## config.mk

```make
export PLATFORM = sky130hd
export DESIGN_NAME = core_pick_with_pressure_spread_core_flat
export DESIGN_NICKNAME = d
export VERILOG_FILES = /design/src/rtl/core/cpps_pkg.sv /design/src/rtl/core/cpps_req_if.sv /design/src/rtl/core/cpps_rsp_if.sv /design/src/rtl/core/cpps_ram.sv /design/src/rtl/core/cpps_eval.sv /design/src/rtl/core/core_pick_with_pressure_spread_core.sv /design/src/flat_wrapper.sv
export VERILOG_INCLUDE_DIRS = /design/src /design/src/rtl/core
export SDC_FILE = /design/constraint.sdc
export NUM_CORES = 1
export LEC_CHECK = 0
export ABC_AREA = 1
export BUFFER_PORTS_ARGS = -buffer_cell sky130_fd_sc_hd__buf_2
export CORE_MARGIN = 1
export CORE_UTILIZATION = 38
export DETAILED_ROUTE_END_ITERATION = 16
export PLACE_DENSITY = 0.54
export SYNTH_ARGS = -nofsm -noshare
export SYNTH_HDL_FRONTEND = slang
export SYNTH_SLANG_ARGS = --single-unit
export TNS_END_PERCENT = 20
```

## constraint.sdc

```tcl
create_clock -name clk -period 6.8 [get_ports clk]
set_input_delay 0.68 -clock clk [delete_from_list [all_inputs] [get_ports clk]]
set_output_delay 0.68 -clock clk [all_outputs]
set_load 0.005 [all_outputs]
```

## src/rtl/core/core_pick_with_pressure_spread_core_assert.svh

```systemverilog
// ----------------------------------------------------------------------------
// Core picker assertion macros
// Short forms for the concurrent checks at the end of the top level.
// Each macro expects clk and rst in the scope where it is used.
// ----------------------------------------------------------------------------
`ifndef CORE_PICK_WITH_PRESSURE_SPREAD_CORE_ASSERT_SVH
`define CORE_PICK_WITH_PRESSURE_SPREAD_CORE_ASSERT_SVH

// Same-cycle implication
`define CPPS_ASSERT_IMP(lbl, ante, cons, msg) \
  lbl: assert property (@(posedge clk) disable iff (rst) (ante) |-> (cons)) \
    else $error(msg);

// Next-cycle implication
`define CPPS_ASSERT_NXT(lbl, ante, cons, msg) \
  lbl: assert property (@(posedge clk) disable iff (rst) (ante) |=> (cons)) \
    else $error(msg);

`endif

```

## src/rtl/core/cpps_pkg.sv

```systemverilog
`timescale 1ns / 1ps
// ----------------------------------------------------------------------------
// Core picker package
// Widths, codes and record types shared by the core picker modules.
// ----------------------------------------------------------------------------
package cpps_pkg;

  localparam int NUM_CORES      = 8;
  localparam int PRESSURE_LIMIT = 8;

  localparam int CORE_W   = $clog2(NUM_CORES);
  localparam int MASK_W   = 8;
  localparam int FUNC_W   = 2;
  localparam int SCORE_W  = 24;
  localparam int CAP_W    = 11;
  localparam int DEMAND_W = 11;
  localparam int PRESS_W  = 4;
  localparam int TIME_W   = 32;
  localparam int WIN_W    = 16;

  localparam int CFG_IDX_W  = 1;
  localparam int CFG_DATA_W = 16;

  localparam logic [CAP_W-1:0]   FULL_CAPACITY = CAP_W'(1024);
  localparam logic [PRESS_W-1:0] PRESS_LIMIT   = PRESS_W'(PRESSURE_LIMIT);

  // Item function codes
  localparam logic [FUNC_W-1:0] FN_PICK = 2'd0;
  localparam logic [FUNC_W-1:0] FN_LOAD = 2'd1;
  localparam logic [FUNC_W-1:0] FN_TICK = 2'd2;

  // Configuration register indexes
  localparam logic [CFG_IDX_W-1:0] CFG_SPREAD_ENABLE = 1'd0;
  localparam logic [CFG_IDX_W-1:0] CFG_SPREAD_WINDOW = 1'd1;

  typedef struct packed {
    logic [SCORE_W-1:0] score;
    logic [CAP_W-1:0]   capacity;
  } sc_entry_t;

  typedef struct packed {
    logic [TIME_W-1:0]  last_pick;
    logic [PRESS_W-1:0] count;
  } pr_entry_t;

  typedef struct packed {
    logic              clear;
    logic              step;
    logic              masked;
    logic [CORE_W-1:0] core;
  } eval_ctrl_t;

  typedef struct packed {
    logic               ok;
    logic [CORE_W-1:0]  core;
    logic [PRESS_W-1:0] press;
  } eval_res_t;

endpackage

```

## src/rtl/core/cpps_req_if.sv

```systemverilog
`timescale 1ns / 1ps
// ----------------------------------------------------------------------------
// Core picker request channel
// Valid/ready channel carrying one pick, load or tick item.
// ----------------------------------------------------------------------------
interface cpps_req_if;
  import cpps_pkg::*;

  logic                valid;
  logic                ready;
  logic [FUNC_W-1:0]   func;
  logic [MASK_W-1:0]   allowed_mask;
  logic [DEMAND_W-1:0] demand;
  logic                peak_pick;
  logic [2:0]          core_index;
  logic [SCORE_W-1:0]  core_score;
  logic [CAP_W-1:0]    core_capacity;

  modport source (
    output valid, func, allowed_mask, demand, peak_pick, core_index, core_score,
           core_capacity,
    input  ready
  );

  modport sink (
    input  valid, func, allowed_mask, demand, peak_pick, core_index, core_score,
           core_capacity,
    output ready
  );
endinterface

```

## src/rtl/core/cpps_rsp_if.sv

```systemverilog
`timescale 1ns / 1ps
// ----------------------------------------------------------------------------
// Core picker response channel
// Valid/ready channel carrying one result item per request item.
// ----------------------------------------------------------------------------
interface cpps_rsp_if;
  import cpps_pkg::*;

  logic              valid;
  logic              ready;
  logic              found;
  logic [CORE_W-1:0] chosen_core;

  modport source (
    output valid, found, chosen_core,
    input  ready
  );

  modport sink (
    input  valid, found, chosen_core,
    output ready
  );
endinterface

```

## src/rtl/core/cpps_ram.sv

```systemverilog
`timescale 1ns / 1ps
// ----------------------------------------------------------------------------
// Generic RAM
// One write port, one read port, read data registered.
// ----------------------------------------------------------------------------
module cpps_ram #(
  parameter int WIDTH = 8,
  parameter int DEPTH = 8
) (
  input  logic                     clk,
  input  logic                     we,
  input  logic [$clog2(DEPTH)-1:0] waddr,
  input  logic [WIDTH-1:0]         wdata,
  input  logic                     re,
  input  logic [$clog2(DEPTH)-1:0] raddr,
  output logic [WIDTH-1:0]         rdata
);

  logic [WIDTH-1:0] mem [DEPTH];

  always_ff @(posedge clk) begin
    if (we) begin
      mem[waddr] <= wdata;
    end
    if (re) begin
      rdata <= mem[raddr];
    end
  end

endmodule

```

## src/rtl/core/cpps_eval.sv

```systemverilog
`timescale 1ns / 1ps
// ----------------------------------------------------------------------------
// Core picker scan evaluator
// Scores one core entry per cycle and keeps the best and fallback candidates.
// ----------------------------------------------------------------------------
module cpps_eval (
  input  logic                          clk,
  input  logic                          rst,
  input  cpps_pkg::eval_ctrl_t          ctrl,
  input  logic                          peak,
  input  logic [cpps_pkg::DEMAND_W-1:0] demand,
  input  logic                          spread_enable,
  input  logic [cpps_pkg::TIME_W-1:0]   thr,
  input  cpps_pkg::sc_entry_t           sc,
  input  cpps_pkg::pr_entry_t           pr,
  output logic                          clr_we,
  output cpps_pkg::pr_entry_t           clr_data,
  output cpps_pkg::eval_res_t           res
);
  import cpps_pkg::*;

  logic [SCORE_W-1:0] eff_score;
  logic [CAP_W-1:0]   eff_cap;
  logic [TIME_W-1:0]  diff;
  logic               active;
  logic               expired;
  logic [PRESS_W-1:0] press;
  logic               fits;
  logic               fb_take;
  logic               best_take;
  logic               best_gt;
  logic               best_lt;
  logic               best_eq;

  logic               fb_ok;
  logic [SCORE_W-1:0] fb_score;
  logic [PRESS_W-1:0] fb_press;
  logic [CORE_W-1:0]  fb_core;
  logic               best_ok;
  logic [SCORE_W-1:0] lead_score;
  logic [PRESS_W-1:0] best_press;
  logic [CORE_W-1:0]  best_core;

  always_comb begin
    eff_score = (sc.score == '0) ? SCORE_W'(ctrl.core) + SCORE_W'(1) : sc.score;
    eff_cap   = (sc.capacity == '0) ? FULL_CAPACITY : sc.capacity;
    // thr already holds now - window, so the wrapped difference is one subtract
    diff      = thr - pr.last_pick;
    active    = spread_enable && (pr.count != '0);
    expired   = !diff[TIME_W-1];
    if (active && !expired) begin
      press = (pr.count > PRESS_LIMIT) ? PRESS_LIMIT : pr.count;
    end else begin
      press = '0;
    end
    fits      = peak || (demand == '0) || (eff_cap >= demand);
    fb_take   = !fb_ok || (eff_score > fb_score) ||
                ((eff_score == fb_score) && (press <= fb_press));
    best_gt   = eff_score > lead_score;
    best_lt   = eff_score < lead_score;
    best_eq   = (eff_score == lead_score) && (press <= best_press);
    best_take = fits && (!best_ok || (peak ? (best_gt || best_eq) : (best_lt || best_eq)));
  end

  // Drop stale pressure of a scanned core back to memory
  assign clr_we             = ctrl.step && ctrl.masked && active && expired;
  assign clr_data.last_pick = pr.last_pick;
  assign clr_data.count     = '0;

  always_ff @(posedge clk) begin
    if (rst || ctrl.clear) begin
      fb_ok   <= 1'b0;
      best_ok <= 1'b0;
    end else if (ctrl.step && ctrl.masked) begin
      if (fb_take) begin
        fb_ok <= 1'b1;
      end
      if (best_take) begin
        best_ok <= 1'b1;
      end
    end
  end

  always_ff @(posedge clk) begin
    if (ctrl.step && ctrl.masked) begin
      if (fb_take) begin
        fb_score <= eff_score;
        fb_press <= press;
        fb_core  <= ctrl.core;
      end
      if (best_take) begin
        lead_score <= eff_score;
        best_press <= press;
        best_core  <= ctrl.core;
      end
    end
  end

  assign res.ok    = best_ok || fb_ok;
  assign res.core  = best_ok ? best_core : fb_core;
  assign res.press = best_ok ? best_press : fb_press;

endmodule

```

## src/rtl/core/core_pick_with_pressure_spread_core.sv

```systemverilog
`timescale 1ns / 1ps
// ----------------------------------------------------------------------------
// Core picker with pressure spreading
// Picks a core per request from per-core score, capacity and pressure memories.
// ----------------------------------------------------------------------------
// Load and tick items are acted on when accepted. A pick item walks all
// NUM_CORES entries of the score/capacity and pressure memories through their
// single read port, one entry per cycle, then commits the pressure update of
// the chosen core. No new item is accepted until the picker is back in idle;
// the done state waits there while the result register is stalled.
// Memory entries read as zero until first written; no clearing pass is run.
module core_pick_with_pressure_spread_core (
  input  logic                            clk,
  input  logic                            rst,
  cpps_req_if.sink                        req,
  cpps_rsp_if.source                      rsp,
  input  logic                            cfg_we,
  input  logic [cpps_pkg::CFG_IDX_W-1:0]  cfg_idx,
  input  logic [cpps_pkg::CFG_DATA_W-1:0] cfg_wdata
);
  import cpps_pkg::*;

  typedef enum logic [2:0] {
    ST_IDLE = 3'b001,
    ST_SCAN = 3'b010,
    ST_DONE = 3'b100
  } state_t;

  localparam logic [CORE_W-1:0] LAST_CORE = CORE_W'(NUM_CORES - 1);

  state_t              state;
  logic [CORE_W-1:0]   scan_idx;
  logic [TIME_W-1:0]   now_ticks;
  logic                spread_enable;
  logic [WIN_W-1:0]    spread_window;
  logic [TIME_W-1:0]   thr;
  logic [MASK_W-1:0]   pick_mask;
  logic [DEMAND_W-1:0] pick_demand;
  logic                pick_peak;
  logic [NUM_CORES-1:0] sc_vld;
  logic [NUM_CORES-1:0] pr_vld;
  logic                sc_vld_q;
  logic                pr_vld_q;
  logic                rsp_valid;
  logic                rsp_found;
  logic [CORE_W-1:0]   rsp_core;

  logic                accept;
  logic                pick_acc;
  logic                out_free;
  logic                rd_en;
  logic [CORE_W-1:0]   rd_addr;
  logic [WIN_W-1:0]    win_eff;
  logic                load_ok;
  logic                commit_we;
  logic [PRESS_W-1:0]  press_next;
  logic                pr_we;
  logic [CORE_W-1:0]   pr_waddr;
  pr_entry_t           pr_wdata;
  sc_entry_t           sc_wdata;
  sc_entry_t           sc_rdata;
  pr_entry_t           pr_rdata;
  sc_entry_t           sc_ent;
  pr_entry_t           pr_ent;
  eval_ctrl_t          ev_ctrl;
  eval_res_t           ev_res;
  logic                clr_we;
  pr_entry_t           clr_data;
  logic                scanning;
  logic                scan_more;

  assign out_free = !rsp_valid || rsp.ready;
  assign req.ready = (state == ST_IDLE) && out_free;
  assign accept   = req.valid && req.ready;
  assign pick_acc = accept && (req.func == FN_PICK);
  assign load_ok  = 32'(req.core_index) < NUM_CORES;
  assign win_eff  = (spread_window == '0) ? WIN_W'(1) : spread_window;

  assign scanning  = (state == ST_SCAN);
  assign scan_more = scanning && (scan_idx != LAST_CORE);

  // Read one entry ahead of the one being evaluated
  assign rd_en   = pick_acc || (state == ST_SCAN);
  assign rd_addr = (state == ST_IDLE) ? '0 : scan_idx + CORE_W'(1);

  assign sc_wdata.score    = req.core_score;
  assign sc_wdata.capacity = req.core_capacity;

  assign press_next = (ev_res.press < PRESS_LIMIT) ? ev_res.press + PRESS_W'(1)
                                                   : ev_res.press;
  assign commit_we  = (state == ST_DONE) && out_free && ev_res.ok && spread_enable;
  assign pr_we      = commit_we || clr_we;
  assign pr_waddr   = commit_we ? ev_res.core : scan_idx;
  always_comb begin
    if (commit_we) begin
      pr_wdata.last_pick = now_ticks;
      pr_wdata.count     = press_next;
    end else begin
      pr_wdata = clr_data;
    end
  end

  cpps_ram #(
    .WIDTH ($bits(sc_entry_t)),
    .DEPTH (NUM_CORES)
  ) u_sc_ram (
    .clk   (clk),
    .we    (accept && (req.func == FN_LOAD) && load_ok),
    .waddr (req.core_index[CORE_W-1:0]),
    .wdata (sc_wdata),
    .re    (rd_en),
    .raddr (rd_addr),
    .rdata (sc_rdata)
  );

  cpps_ram #(
    .WIDTH ($bits(pr_entry_t)),
    .DEPTH (NUM_CORES)
  ) u_pr_ram (
    .clk   (clk),
    .we    (pr_we),
    .waddr (pr_waddr),
    .wdata (pr_wdata),
    .re    (rd_en),
    .raddr (rd_addr),
    .rdata (pr_rdata)
  );

  assign sc_ent = sc_vld_q ? sc_rdata : '0;
  assign pr_ent = pr_vld_q ? pr_rdata : '0;

  assign ev_ctrl.clear  = pick_acc;
  assign ev_ctrl.step   = (state == ST_SCAN);
  assign ev_ctrl.masked = pick_mask[scan_idx];
  assign ev_ctrl.core   = scan_idx;

  cpps_eval u_eval (
    .clk           (clk),
    .rst           (rst),
    .ctrl          (ev_ctrl),
    .peak          (pick_peak),
    .demand        (pick_demand),
    .spread_enable (spread_enable),
    .thr           (thr),
    .sc            (sc_ent),
    .pr            (pr_ent),
    .clr_we        (clr_we),
    .clr_data      (clr_data),
    .res           (ev_res)
  );

  always_ff @(posedge clk) begin
    if (rst) begin
      state         <= ST_IDLE;
      scan_idx      <= '0;
      now_ticks     <= '0;
      spread_enable <= 1'b1;
      spread_window <= WIN_W'(16);
      sc_vld        <= '0;
      pr_vld        <= '0;
      rsp_valid     <= 1'b0;
    end else begin
      if (cfg_we) begin
        unique case (cfg_idx)
          CFG_SPREAD_ENABLE: spread_enable <= cfg_wdata[0];
          CFG_SPREAD_WINDOW: spread_window <= cfg_wdata[WIN_W-1:0];
          default: ;
        endcase
      end

      if (accept && (req.func == FN_TICK)) begin
        now_ticks <= now_ticks + TIME_W'(1);
      end
      if (accept && (req.func == FN_LOAD) && load_ok) begin
        sc_vld[req.core_index[CORE_W-1:0]] <= 1'b1;
      end
      if (pr_we) begin
        pr_vld[pr_waddr] <= 1'b1;
      end

      unique case (state)
        ST_IDLE: begin
          if (pick_acc) begin
            scan_idx <= '0;
            state    <= ST_SCAN;
          end
        end
        ST_SCAN: begin
          if (scan_idx == LAST_CORE) begin
            state <= ST_DONE;
          end else begin
            scan_idx <= scan_idx + CORE_W'(1);
          end
        end
        ST_DONE: begin
          if (out_free) begin
            state <= ST_IDLE;
          end
        end
        default: state <= ST_IDLE;
      endcase

      // Hold the result until taken
      if (accept && (req.func != FN_PICK)) begin
        rsp_valid <= 1'b1;
      end else if ((state == ST_DONE) && out_free) begin
        rsp_valid <= 1'b1;
      end else if (rsp.ready) begin
        rsp_valid <= 1'b0;
      end
    end
  end

  always_ff @(posedge clk) begin
    if (pick_acc) begin
      thr         <= now_ticks - TIME_W'(win_eff);
      pick_mask   <= req.allowed_mask;
      pick_demand <= req.demand;
      pick_peak   <= req.peak_pick;
    end
    if (rd_en) begin
      sc_vld_q <= sc_vld[rd_addr];
      pr_vld_q <= pr_vld[rd_addr];
    end
    if (accept && (req.func != FN_PICK)) begin
      rsp_found <= 1'b0;
      rsp_core  <= '0;
    end else if ((state == ST_DONE) && out_free) begin
      rsp_found <= ev_res.ok;
      rsp_core  <= ev_res.ok ? ev_res.core : '0;
    end
  end

  assign rsp.valid       = rsp_valid;
  assign rsp.found       = rsp_found;
  assign rsp.chosen_core = rsp_core;

`include "core_pick_with_pressure_spread_core_assert.svh"

  `CPPS_ASSERT_NXT(a_pick_starts_scan, pick_acc, scanning && (scan_idx == '0), "bad scan start")
  `CPPS_ASSERT_NXT(a_scan_step, scan_more, scanning && (scan_idx == $past(rd_addr)), "scan slip")
  `CPPS_ASSERT_IMP(a_no_rw_collision, pr_we && rd_en, pr_waddr != rd_addr, "pressure rw clash")

endmodule
```

## src/flat_wrapper.sv

```systemverilog
// flat-port wrapper written by rule: the top's interface ports become plain ports
module core_pick_with_pressure_spread_core_flat import cpps_pkg::*;
  (clk, rst, cfg_we, cfg_idx, cfg_wdata, req_valid, req_func, req_allowed_mask, req_demand, req_peak_pick, req_core_index, req_core_score, req_core_capacity, req_ready, rsp_valid, rsp_found, rsp_chosen_core, rsp_ready);
  cpps_req_if req_i ();
  cpps_rsp_if rsp_i ();
  input  logic clk;
  input  logic rst;
  input  logic cfg_we;
  input  logic [cpps_pkg::CFG_IDX_W-1:0] cfg_idx;
  input  logic [cpps_pkg::CFG_DATA_W-1:0] cfg_wdata;
  input wire logic [$bits(req_i.valid)-1:0] req_valid;
  input wire logic [$bits(req_i.func)-1:0] req_func;
  input wire logic [$bits(req_i.allowed_mask)-1:0] req_allowed_mask;
  input wire logic [$bits(req_i.demand)-1:0] req_demand;
  input wire logic [$bits(req_i.peak_pick)-1:0] req_peak_pick;
  input wire logic [$bits(req_i.core_index)-1:0] req_core_index;
  input wire logic [$bits(req_i.core_score)-1:0] req_core_score;
  input wire logic [$bits(req_i.core_capacity)-1:0] req_core_capacity;
  output wire logic [$bits(req_i.ready)-1:0] req_ready;
  output wire logic [$bits(rsp_i.valid)-1:0] rsp_valid;
  output wire logic [$bits(rsp_i.found)-1:0] rsp_found;
  output wire logic [$bits(rsp_i.chosen_core)-1:0] rsp_chosen_core;
  input wire logic [$bits(rsp_i.ready)-1:0] rsp_ready;
  assign req_i.valid = req_valid;
  assign req_i.func = req_func;
  assign req_i.allowed_mask = req_allowed_mask;
  assign req_i.demand = req_demand;
  assign req_i.peak_pick = req_peak_pick;
  assign req_i.core_index = req_core_index;
  assign req_i.core_score = req_core_score;
  assign req_i.core_capacity = req_core_capacity;
  assign req_ready = req_i.ready;
  assign rsp_valid = rsp_i.valid;
  assign rsp_found = rsp_i.found;
  assign rsp_chosen_core = rsp_i.chosen_core;
  assign rsp_i.ready = rsp_ready;
  core_pick_with_pressure_spread_core u_core (.clk(clk), .rst(rst), .req(req_i), .rsp(rsp_i), .cfg_we(cfg_we), .cfg_idx(cfg_idx), .cfg_wdata(cfg_wdata));
endmodule
```

==> Yosys cells after proc, flatten, opt, wreduce, memory -nomap -nowiden <==
Memories as Yosys holds them, arrays and structs flattened. A register that Yosys moved wholly into a read port is not among the register bits.
Cells that the tools add are included.
{ "totals": {"register_bits": 194, "ramBits": 568, "in_bits": 82, "out_inout_bits": 6, "wordCells": 150, "memories": 2} }
{ "mem_list": {"columns": ["name", "depth", "width", "rd", "rd_clocked_by_memory_dff", "wr", "line_no", "text"], "rows": [
  ["u_core.u_pr_ram.mem", 8, 36, 1, 1, 1, "cpps_ram.sv:19", "logic [WIDTH-1:0] mem [DEPTH];"],
  ["u_core.u_sc_ram.mem", 8, 35, 1, 1, 1, "cpps_ram.sv:19", null]
]} }
{ "op_classes": {"n_addsub": 6, "order_cmp": 14, "n_eq_ne": 12, "muxes": 39, "bitwise_logic": 3, "n_reduce_logical": 50} }
{ "ops": {"columns": ["op", "count"], "rows": [
  ["two-way mux 36 bit", 2],
  ["equality test 24 bit", 2],
  ["> comparator 24 bit", 2],
  ["two-way mux 35 bit", 1],
  ["adder 32 x 1 -> 32 bit (second input constant)", 1],
  ["subtractor 32 x 16 -> 32 bit", 1],
  ["subtractor 32 bit", 1],
  ["two-way mux 3 bit", 9],
  ["logical NOT 24 bit", 1],
  ["less-than comparator 24 bit", 1],
  ["two-way mux 24 bit", 1],
  ["logical NOT 11 bit", 2],
  ["logical AND 1 bit", 19],
  ["logical NOT 16 bit", 1],
  ["less-than comparator 3 x 4 -> 1 bit (second input constant)", 4],
  ["two-way mux 16 bit", 1],
  ["two-way mux 4 bit", 4],
  ["OR 8 bit", 2],
  ["two-way mux 1 bit", 13],
  ["logical OR 1 bit", 12],
  ["greater-or-equal comparator 11 bit", 1],
  ["two-way mux 11 bit", 1],
  ["binary-select mux 1 bit (select 3 bit)", 3],
  ["one-hot mux 3 bit (3 select lines)", 1],
  ["24 further kinds", 38]
]} }

==> Depth between registers and ports, before layout <==
{ "depth": {"word_depth": 12, "ltp_mapped": 26, "depth_no_buf": 24} }

==> Modules after synthesis <==
From an unflattened synthesis, not the netlist that was laid out.
{ "unflattened": {"hier_cells": 4413, "area_unflattened_um2": 41232.0} }
{ "modules_own_cells": {"columns": ["module", "n_inst", "cells_per_inst", "area_per_inst_um2", "seq_area_each_um2"], "rows": [
  ["cpps_ram at u_core.u_sc_ram", 1, 1263, 14156.1, 9459.1],
  ["cpps_ram at u_core.u_pr_ram", 1, 1297, 13641.8, 9729.3],
  ["core_pick_with_pressure_spread_core", 1, 1226, 8096.5, 3143.0],
  ["cpps_eval", 1, 627, 5337.6, 1901.8]
]} }

==> Worst setup path after synthesis <==
OpenSTA, ideal clock, no wires.
{ "synth_timing": {"kind": "input to register", "from": "in req_valid", "to": "reg u_core.pr_vld_q, enable pin", "setup_time_ns": 0.433, "arrival_ns": 6.775, "required_ns": 6.367, "setup_slack_ns": -0.408, "path_stages": 6, "path_buffers": 0, "path_cell_list": "inv_1 > nor3_4 > inv_1 > nor3_1 > inv_1 > nand2_1"} }
{ "synth_rtl": {"columns": ["element", "line_no", "text"], "rows": [
  ["start: declaration", "flat_wrapper.sv:11", "input wire logic [$bits(req_i.valid)-1:0] req_valid;"],
  ["end signal: assignment", "core_pick_with_pressure_spread_core.sv:223", "pr_vld_q <= pr_vld[rd_addr];"],
  ["end: declaration", "core_pick_with_pressure_spread_core.sv:43", "logic pr_vld_q;"]
]} }

==> Worst setup path in the final report <==
{ "layout_timing": {"from": "reg u_core.pr_vld_q", "to": "reg u_core.u_eval.lead_score[4], enable pin"} }
{ "layout_via": {"elab_chain_len": 12, "word_cells_on_any_way": 16, "cone_classes": "1 x add/sub; 2 x order compare; 4 x mux; 9 x reduce/logical"} }
{ "layout_lines": {"columns": ["element", "line_no", "text"], "rows": [
  ["two-way mux 36 bit (*)", "core_pick_with_pressure_spread_core.sv:130", "assign pr_ent = pr_vld_q ? pr_rdata : '0;"],
  ["parallel branches: the longest is 3 deep, another holds subtractor 32 bit", null, null],
  ["two-way mux 4 bit (*)", "cpps_eval.sv:51", "if (active && !expired) begin"],
  ["net u_core.u_eval.press[1]", "cpps_eval.sv:27", "logic [PRESS_W-1:0] press;"],
  ["<= comparator 4 bit (*)", "cpps_eval.sv:61", "best_eq = (eff_score == lead_score) && (press <= best_press);"],
  ["logical AND 1 bit (*)", "cpps_eval.sv:61", null],
  ["logical OR 1 bit", "cpps_eval.sv:62", "best_take = fits && (!best_ok || (peak ? (best_gt || best_eq) : (best_lt || best_eq)));"],
  ["two-way mux 1 bit (*)", "cpps_eval.sv:62", null],
  ["logical OR 1 bit (*)", "cpps_eval.sv:62", null],
  ["logical AND 1 bit (*)", "cpps_eval.sv:62", null],
  ["AND reduction 2 bit (no line) (*)", null, null],
  ["end signal: assignment", "cpps_eval.sv:92", "lead_score <= eff_score;"],
  ["end: declaration", "cpps_eval.sv:40", "logic [SCORE_W-1:0] lead_score;"]
]} }
Mark *: on every way through the listed nets, which the timed path passes.
A chain may end at the register's enable or synchronous reset.

==> impl_metrics.prom <==
# TYPE chip_impl_metric gauge
chip_impl_info{name="post-synth-top-count-cell",value="sky130_fd_sc_hd__edfxtp_1"} 1
chip_impl_metric{name="nNetsFinal",unit=""} 3309
chip_impl_metric{name="grt_antenna_before_repair",unit=""} 9
chip_impl_metric{name="synth-async-reset-ratio",unit=""} 0
chip_impl_metric{name="yosys.area.top_type_share",unit=""} 0.631
chip_impl_metric{name="final_layout_size_suffix_gt1_frac",unit=""} 0.147
chip_impl_metric{name="power.combinational.fraction",unit=""} 0.058
chip_impl_info{name="crit_path_cell_trace",value="buf_4, nand2_1, ha_1, a21oi_1, o21a_1, nand2_1, a21oi_1, nand3_1, nand2_1, nand2_1, nor3_1, ha_1, inv_1, o21bai_1, nand4_1, nand2_1, nand2_1, nand2_1, a21oi_4"} 1
chip_impl_metric{name="timing.critical_path.fanout_max",unit=""} 31
chip_impl_info{name="top_post_synthesis_cells_by_count",value="sky130_fd_sc_hd__edfxtp_1, sky130_fd_sc_hd__nand2_1, sky130_fd_sc_hd__inv_1"} 1
chip_impl_info{name="cp_slowest_cell",value="sky130_fd_sc_hd__edfxtp_1"} 1
chip_impl_metric{name="fp.dieW",unit="um"} 309
chip_impl_info{name="crit_top_cell",value="sky130_fd_sc_hd__nand2_1"} 1
chip_impl_metric{name="cts.path.max_buffers",unit=""} 3
chip_impl_metric{name="number_of_warnings_printed_during_yosys_synthesis",unit=""} 0
chip_impl_metric{name="switching_share",unit=""} 0.230
chip_impl_metric{name="synth_enable_flop_cells",unit=""} 755
chip_impl_metric{name="multiInputGateArea",unit="um^2"} 10400
chip_impl_metric{name="cts_made_buffers",unit=""} 91
chip_impl_metric{name="worstPathArrival",unit="ps"} 5250
chip_impl_metric{name="die_h",unit="um"} 309
chip_impl_info{name="violations_in_the_final_reports",value="max-capacitance violations"} 1
chip_impl_info{name="cp-start-kind",value="register"} 1
chip_impl_metric{name="grt_pass1_wl",unit="um"} 138000
chip_impl_metric{name="worst_hold_path.num_cells",unit=""} 1
chip_impl_info{name="rsz0062_at_grt",value="false"} 1
chip_impl_metric{name="tritoncts_num_sinks",unit=""} 833
chip_impl_metric{name="gr-usage-all-layers",unit=""} 0.191
chip_impl_metric{name="grt_max_degree",unit=""} 117
chip_impl_metric{name="power_per_cell_area",unit="nW/um^2"} 270
chip_impl_metric{name="routed_via_density",unit=""} 5.24
chip_impl_metric{name="seqCellArea",unit="um^2"} 24200
chip_impl_metric{name="io_pins",unit=""} 88
chip_impl_metric{name="synthesis.nets",unit=""} 3234
chip_impl_metric{name="clock_power_share",unit=""} 0.426
chip_impl_metric{name="synthesis.area",unit="um^2"} 35900
chip_impl_metric{name="clock_insertion_delay_worst_skew",unit="ps"} 670
chip_impl_info{name="outcome",value="finished with violations"} 1
chip_impl_metric{name="buffer_ports.inserted",unit=""} 87
chip_impl_metric{name="worst_slew_pin_slew",unit="ps"} 1470
chip_impl_metric{name="synth-seq-area-share",unit=""} 0.675
chip_impl_metric{name="cts.repair.resized",unit=""} 0
chip_impl_metric{name="floorplan.initialDensity",unit=""} 0.384
chip_impl_info{name="ys_dominant_reg_cell",value="sky130_fd_sc_hd__edfxtp_1"} 1
chip_impl_metric{name="routabilityCongestion",unit=""} 0.838
chip_impl_metric{name="report.final.hold_viol_count",unit=""} 0
chip_impl_metric{name="final_cell_count_no_fill",unit=""} 4441
chip_impl_metric{name="postLayoutCoreUtil",unit=""} 0.435
chip_impl_metric{name="synthToLayoutAreaGrowth",unit="%"} 13.3
chip_impl_info{name="cts_root_cell",value="sky130_fd_sc_hd__clkbuf_16"} 1
chip_impl_metric{name="final_hpwl_from_detailed_placement",unit="um"} 54800
chip_impl_metric{name="via_count_of_the_first_global_routing_pass",unit=""} 22800
chip_impl_metric{name="vias",unit=""} 23300
chip_impl_metric{name="finalSetupTns",unit="ps"} 0
chip_impl_metric{name="sequential_cell_fraction_of_total_power",unit=""} 0.517
chip_impl_info{name="netlist_top_cells_area",value="sky130_fd_sc_hd__edfxtp_1, sky130_fd_sc_hd__nand2_1, sky130_fd_sc_hd__dfxtp_1"} 1
chip_impl_metric{name="period_needed",unit="ps"} 4980
chip_impl_metric{name="htreeDepth",unit=""} 3
chip_impl_metric{name="r2r_slack",unit="ps"} 1820
chip_impl_metric{name="final.setup_skew",unit="ps"} 23.8
chip_impl_info{name="class_of_the_tightest_hold_or_removal_check",value="in2reg"} 1
chip_impl_metric{name="clkSlewWorstSetupHoldPaths",unit="ps"} 60
chip_impl_metric{name="max-cap-violations",unit=""} 2
chip_impl_metric{name="fp.dieArea",unit="um^2"} 95800
chip_impl_metric{name="fillCellCount",unit=""} 8517
chip_impl_metric{name="total_switching_power",unit="mW"} 2.52
chip_impl_info{name="kind_of_end_point_of_the_critical_path",value="register"} 1
chip_impl_metric{name="fmaxAchievable",unit="MHz"} 201
chip_impl_metric{name="timing.critical_path.slowest_cell_delay",unit="ps"} 980
chip_impl_metric{name="vdd_drop_max",unit="mV"} 0.177
chip_impl_metric{name="maxSlewViolCount",unit=""} 0
chip_impl_metric{name="cts_setup_buffers",unit=""} 0
chip_impl_metric{name="core.rowCount",unit=""} 112
chip_impl_info{name="cts_tree",value="yes"} 1
chip_impl_metric{name="drt_wl_total",unit="um"} 91000
chip_impl_metric{name="synth_seq_cells",unit=""} 833
chip_impl_metric{name="r2r.worst_path.cells",unit=""} 19
chip_impl_metric{name="antenna_violating_nets_post_route",unit=""} 0
chip_impl_metric{name="syn_area_per_cell",unit="um^2"} 11.8
chip_impl_metric{name="drtIter0Drc",unit=""} 1918
chip_impl_metric{name="timing.slew.headroom",unit=""} 0.0117
chip_impl_metric{name="internal_power",unit="mW"} 8.45
chip_impl_metric{name="core-area",unit="um^2"} 93500
chip_impl_metric{name="placed_cells_incl_taps",unit=""} 4272
chip_impl_metric{name="drt_drc_violations_left",unit=""} 0
chip_impl_metric{name="layout_worst_path_cycle_share",unit=""} 0.732
chip_impl_metric{name="power_leakage",unit="nW"} 14.7
chip_impl_metric{name="critPathRequiredTime",unit="ps"} 7080
chip_impl_metric{name="routedWlPerCell",unit="um"} 20.5
chip_impl_metric{name="globalRouteOverflowTotal",unit=""} 0
chip_impl_metric{name="post_synth_inst_count",unit=""} 3036
chip_impl_info{name="criticalPathCategory",value="reg2reg"} 1
chip_impl_info{name="post-synth-top-area-cell",value="sky130_fd_sc_hd__edfxtp_1"} 1
chip_impl_metric{name="holdBufCountCts",unit=""} 0
chip_impl_metric{name="iteration_count_of_the_initial_detailed_routing_pass",unit=""} 5
chip_impl_metric{name="ys_types",unit=""} 64
chip_impl_metric{name="finalSetupViolCount",unit=""} 0
-- final timing paths --
| path | from | end |
|---|---|---|
| setup reg to reg | u_core.pr_vld_q | u_core.u_eval.lead_score[4] |
| setup / recovery | u_core.pr_vld_q | u_core.u_eval.lead_score[4] |
| hold / removal | req_demand[6] | u_core.pick_demand[6] |
| hold reg to reg | u_core.sc_vld[2] | u_core.sc_vld[2] |
-- power groups by stage --
stage               Sequential (mW)  Clock [mW]  Combinational (mW)
global route                   5.67        4.97               0.707
global placement               5.78           0               0.614
finish                         5.67        4.67               0.634
CTS                            5.67        4.77               0.637
floorplan                      5.76           0               0.412
detailed placement             5.77           0               0.635
-- flip-flops by register name (all words and copies together) (netlist names), 4 cells and up --
name	flops
u_core.pr_vld	8
u_core.sc_vld	8
u_core.spread_window	16
u_core.u_sc_ram.mem	280
u_core.u_eval.lead_score	24
u_core.pick_mask	8
u_core.u_pr_ram.rdata	36
u_core.u_eval.fb_press	4
u_core.u_eval.best_press	4
u_core.u_pr_ram.mem	288
u_core.pick_demand	11
u_core.now_ticks	32
u_core.u_eval.fb_score	24
u_core.thr	32
u_core.u_sc_ram.rdata	35
-- final cells by class --
type / instances / share of cell area
inverters: 233 / 0.0219
flip-flops and latches: 833 / 0.596
clock buffers: 111 / 0.0591
diodes: 3 / 0.000185
clock inverters: 55 / 0.0107
multi-input cells: 1825 / 0.255
repair buffers: 127 / 0.0187
well taps: 1254 / 0.0386
-- routing by layer --
metal / track usage / part of all wire
met2: 0.289 / 0.44
met5: 0 / 0.00043
met1: 0.281 / 0.48
met3: 0.0309 / 0.055
met4: 0.0566 / 0.020
-- placed cells by master (no fill, tap or decap), types with 4 or more instances in the layout --
cell type / Yosys / routed
sky130_fd_sc_hd__inv_2: 10 / 12
sky130_fd_sc_hd__clkinvlp_4: 0 / 7
sky130_fd_sc_hd__ha_1: 115 / 115
sky130_fd_sc_hd__clkbuf_16: 0 / 92
sky130_fd_sc_hd__dfxtp_1: 78 / 78
sky130_fd_sc_hd__nor4_1: 12 / 12
sky130_fd_sc_hd__o21a_1: 11 / 11
sky130_fd_sc_hd__xor2_1: 24 / 24
sky130_fd_sc_hd__a21oi_1: 170 / 168
sky130_fd_sc_hd__o221ai_1: 6 / 6
sky130_fd_sc_hd__clkinv_1: 1 / 15
sky130_fd_sc_hd__buf_2: 3 / 87
sky130_fd_sc_hd__a211oi_1: 9 / 9
sky130_fd_sc_hd__clkinv_2: 1 / 22
sky130_fd_sc_hd__a31oi_1: 74 / 74
sky130_fd_sc_hd__o21ai_1: 7 / 9
sky130_fd_sc_hd__o21ai_0: 80 / 78
sky130_fd_sc_hd__mux2i_1: 4 / 4
sky130_fd_sc_hd__nor2_2: 4 / 4
sky130_fd_sc_hd__nor3_4: 3 / 4
sky130_fd_sc_hd__nor3_1: 33 / 32
sky130_fd_sc_hd__nand3_1: 184 / 184
sky130_fd_sc_hd__inv_6: 0 / 4
sky130_fd_sc_hd__nand2_1: 593 / 590
sky130_fd_sc_hd__o211ai_1: 146 / 146
sky130_fd_sc_hd__buf_4: 0 / 38
sky130_fd_sc_hd__nor2_1: 120 / 109
sky130_fd_sc_hd__or2_2: 143 / 143
sky130_fd_sc_hd__nor2_4: 2 / 13
sky130_fd_sc_hd__xnor2_1: 9 / 9
sky130_fd_sc_hd__inv_4: 0 / 4
sky130_fd_sc_hd__edfxtp_1: 755 / 755
sky130_fd_sc_hd__inv_1: 220 / 215
sky130_fd_sc_hd__clkbuf_1: 118 / 16
sky130_fd_sc_hd__nand4_1: 28 / 28
-- stage by stage --
step                      hold slack, ps  area, um^2  power [mW]  setup slack [ps]
after floorplan                      440       35900        6.17              1340
after global placement               448       37800        6.39              1950
after detailed placement             454       37800        6.41              1820
after CTS                            143       40700        11.1              1810
after global routing                 163       40700        11.3              1220
final                                194       40700        11.0              1820
-- worst max-delay path, delay by kind of cell (launching register included) --
kind                     cells  cell delay (ps)
AND/OR/NAND/NOR             10             1220
flip-flops                   1              980
adder cells (fa/ha/maj)      2              630
AO/OA/AOI/OAI                5             1410
buffers and inverters        2              350
-- kinds of logic after synthesis --
group | count (synthesis) | share of synthesized area
DFF | 833 | 0.675
xor gates and xnor gates | 33 | 0.00805
adders and majority gates | 116 | 0.0406
and+or+nand+nor | 1141 | 0.144
muxes | 4 | 0.00111
buffers and inverters | 378 | 0.0400
AOI/OAI and AO/OA | 531 | 0.0915
No activity file was read; power rests on OpenSTA's default activity.
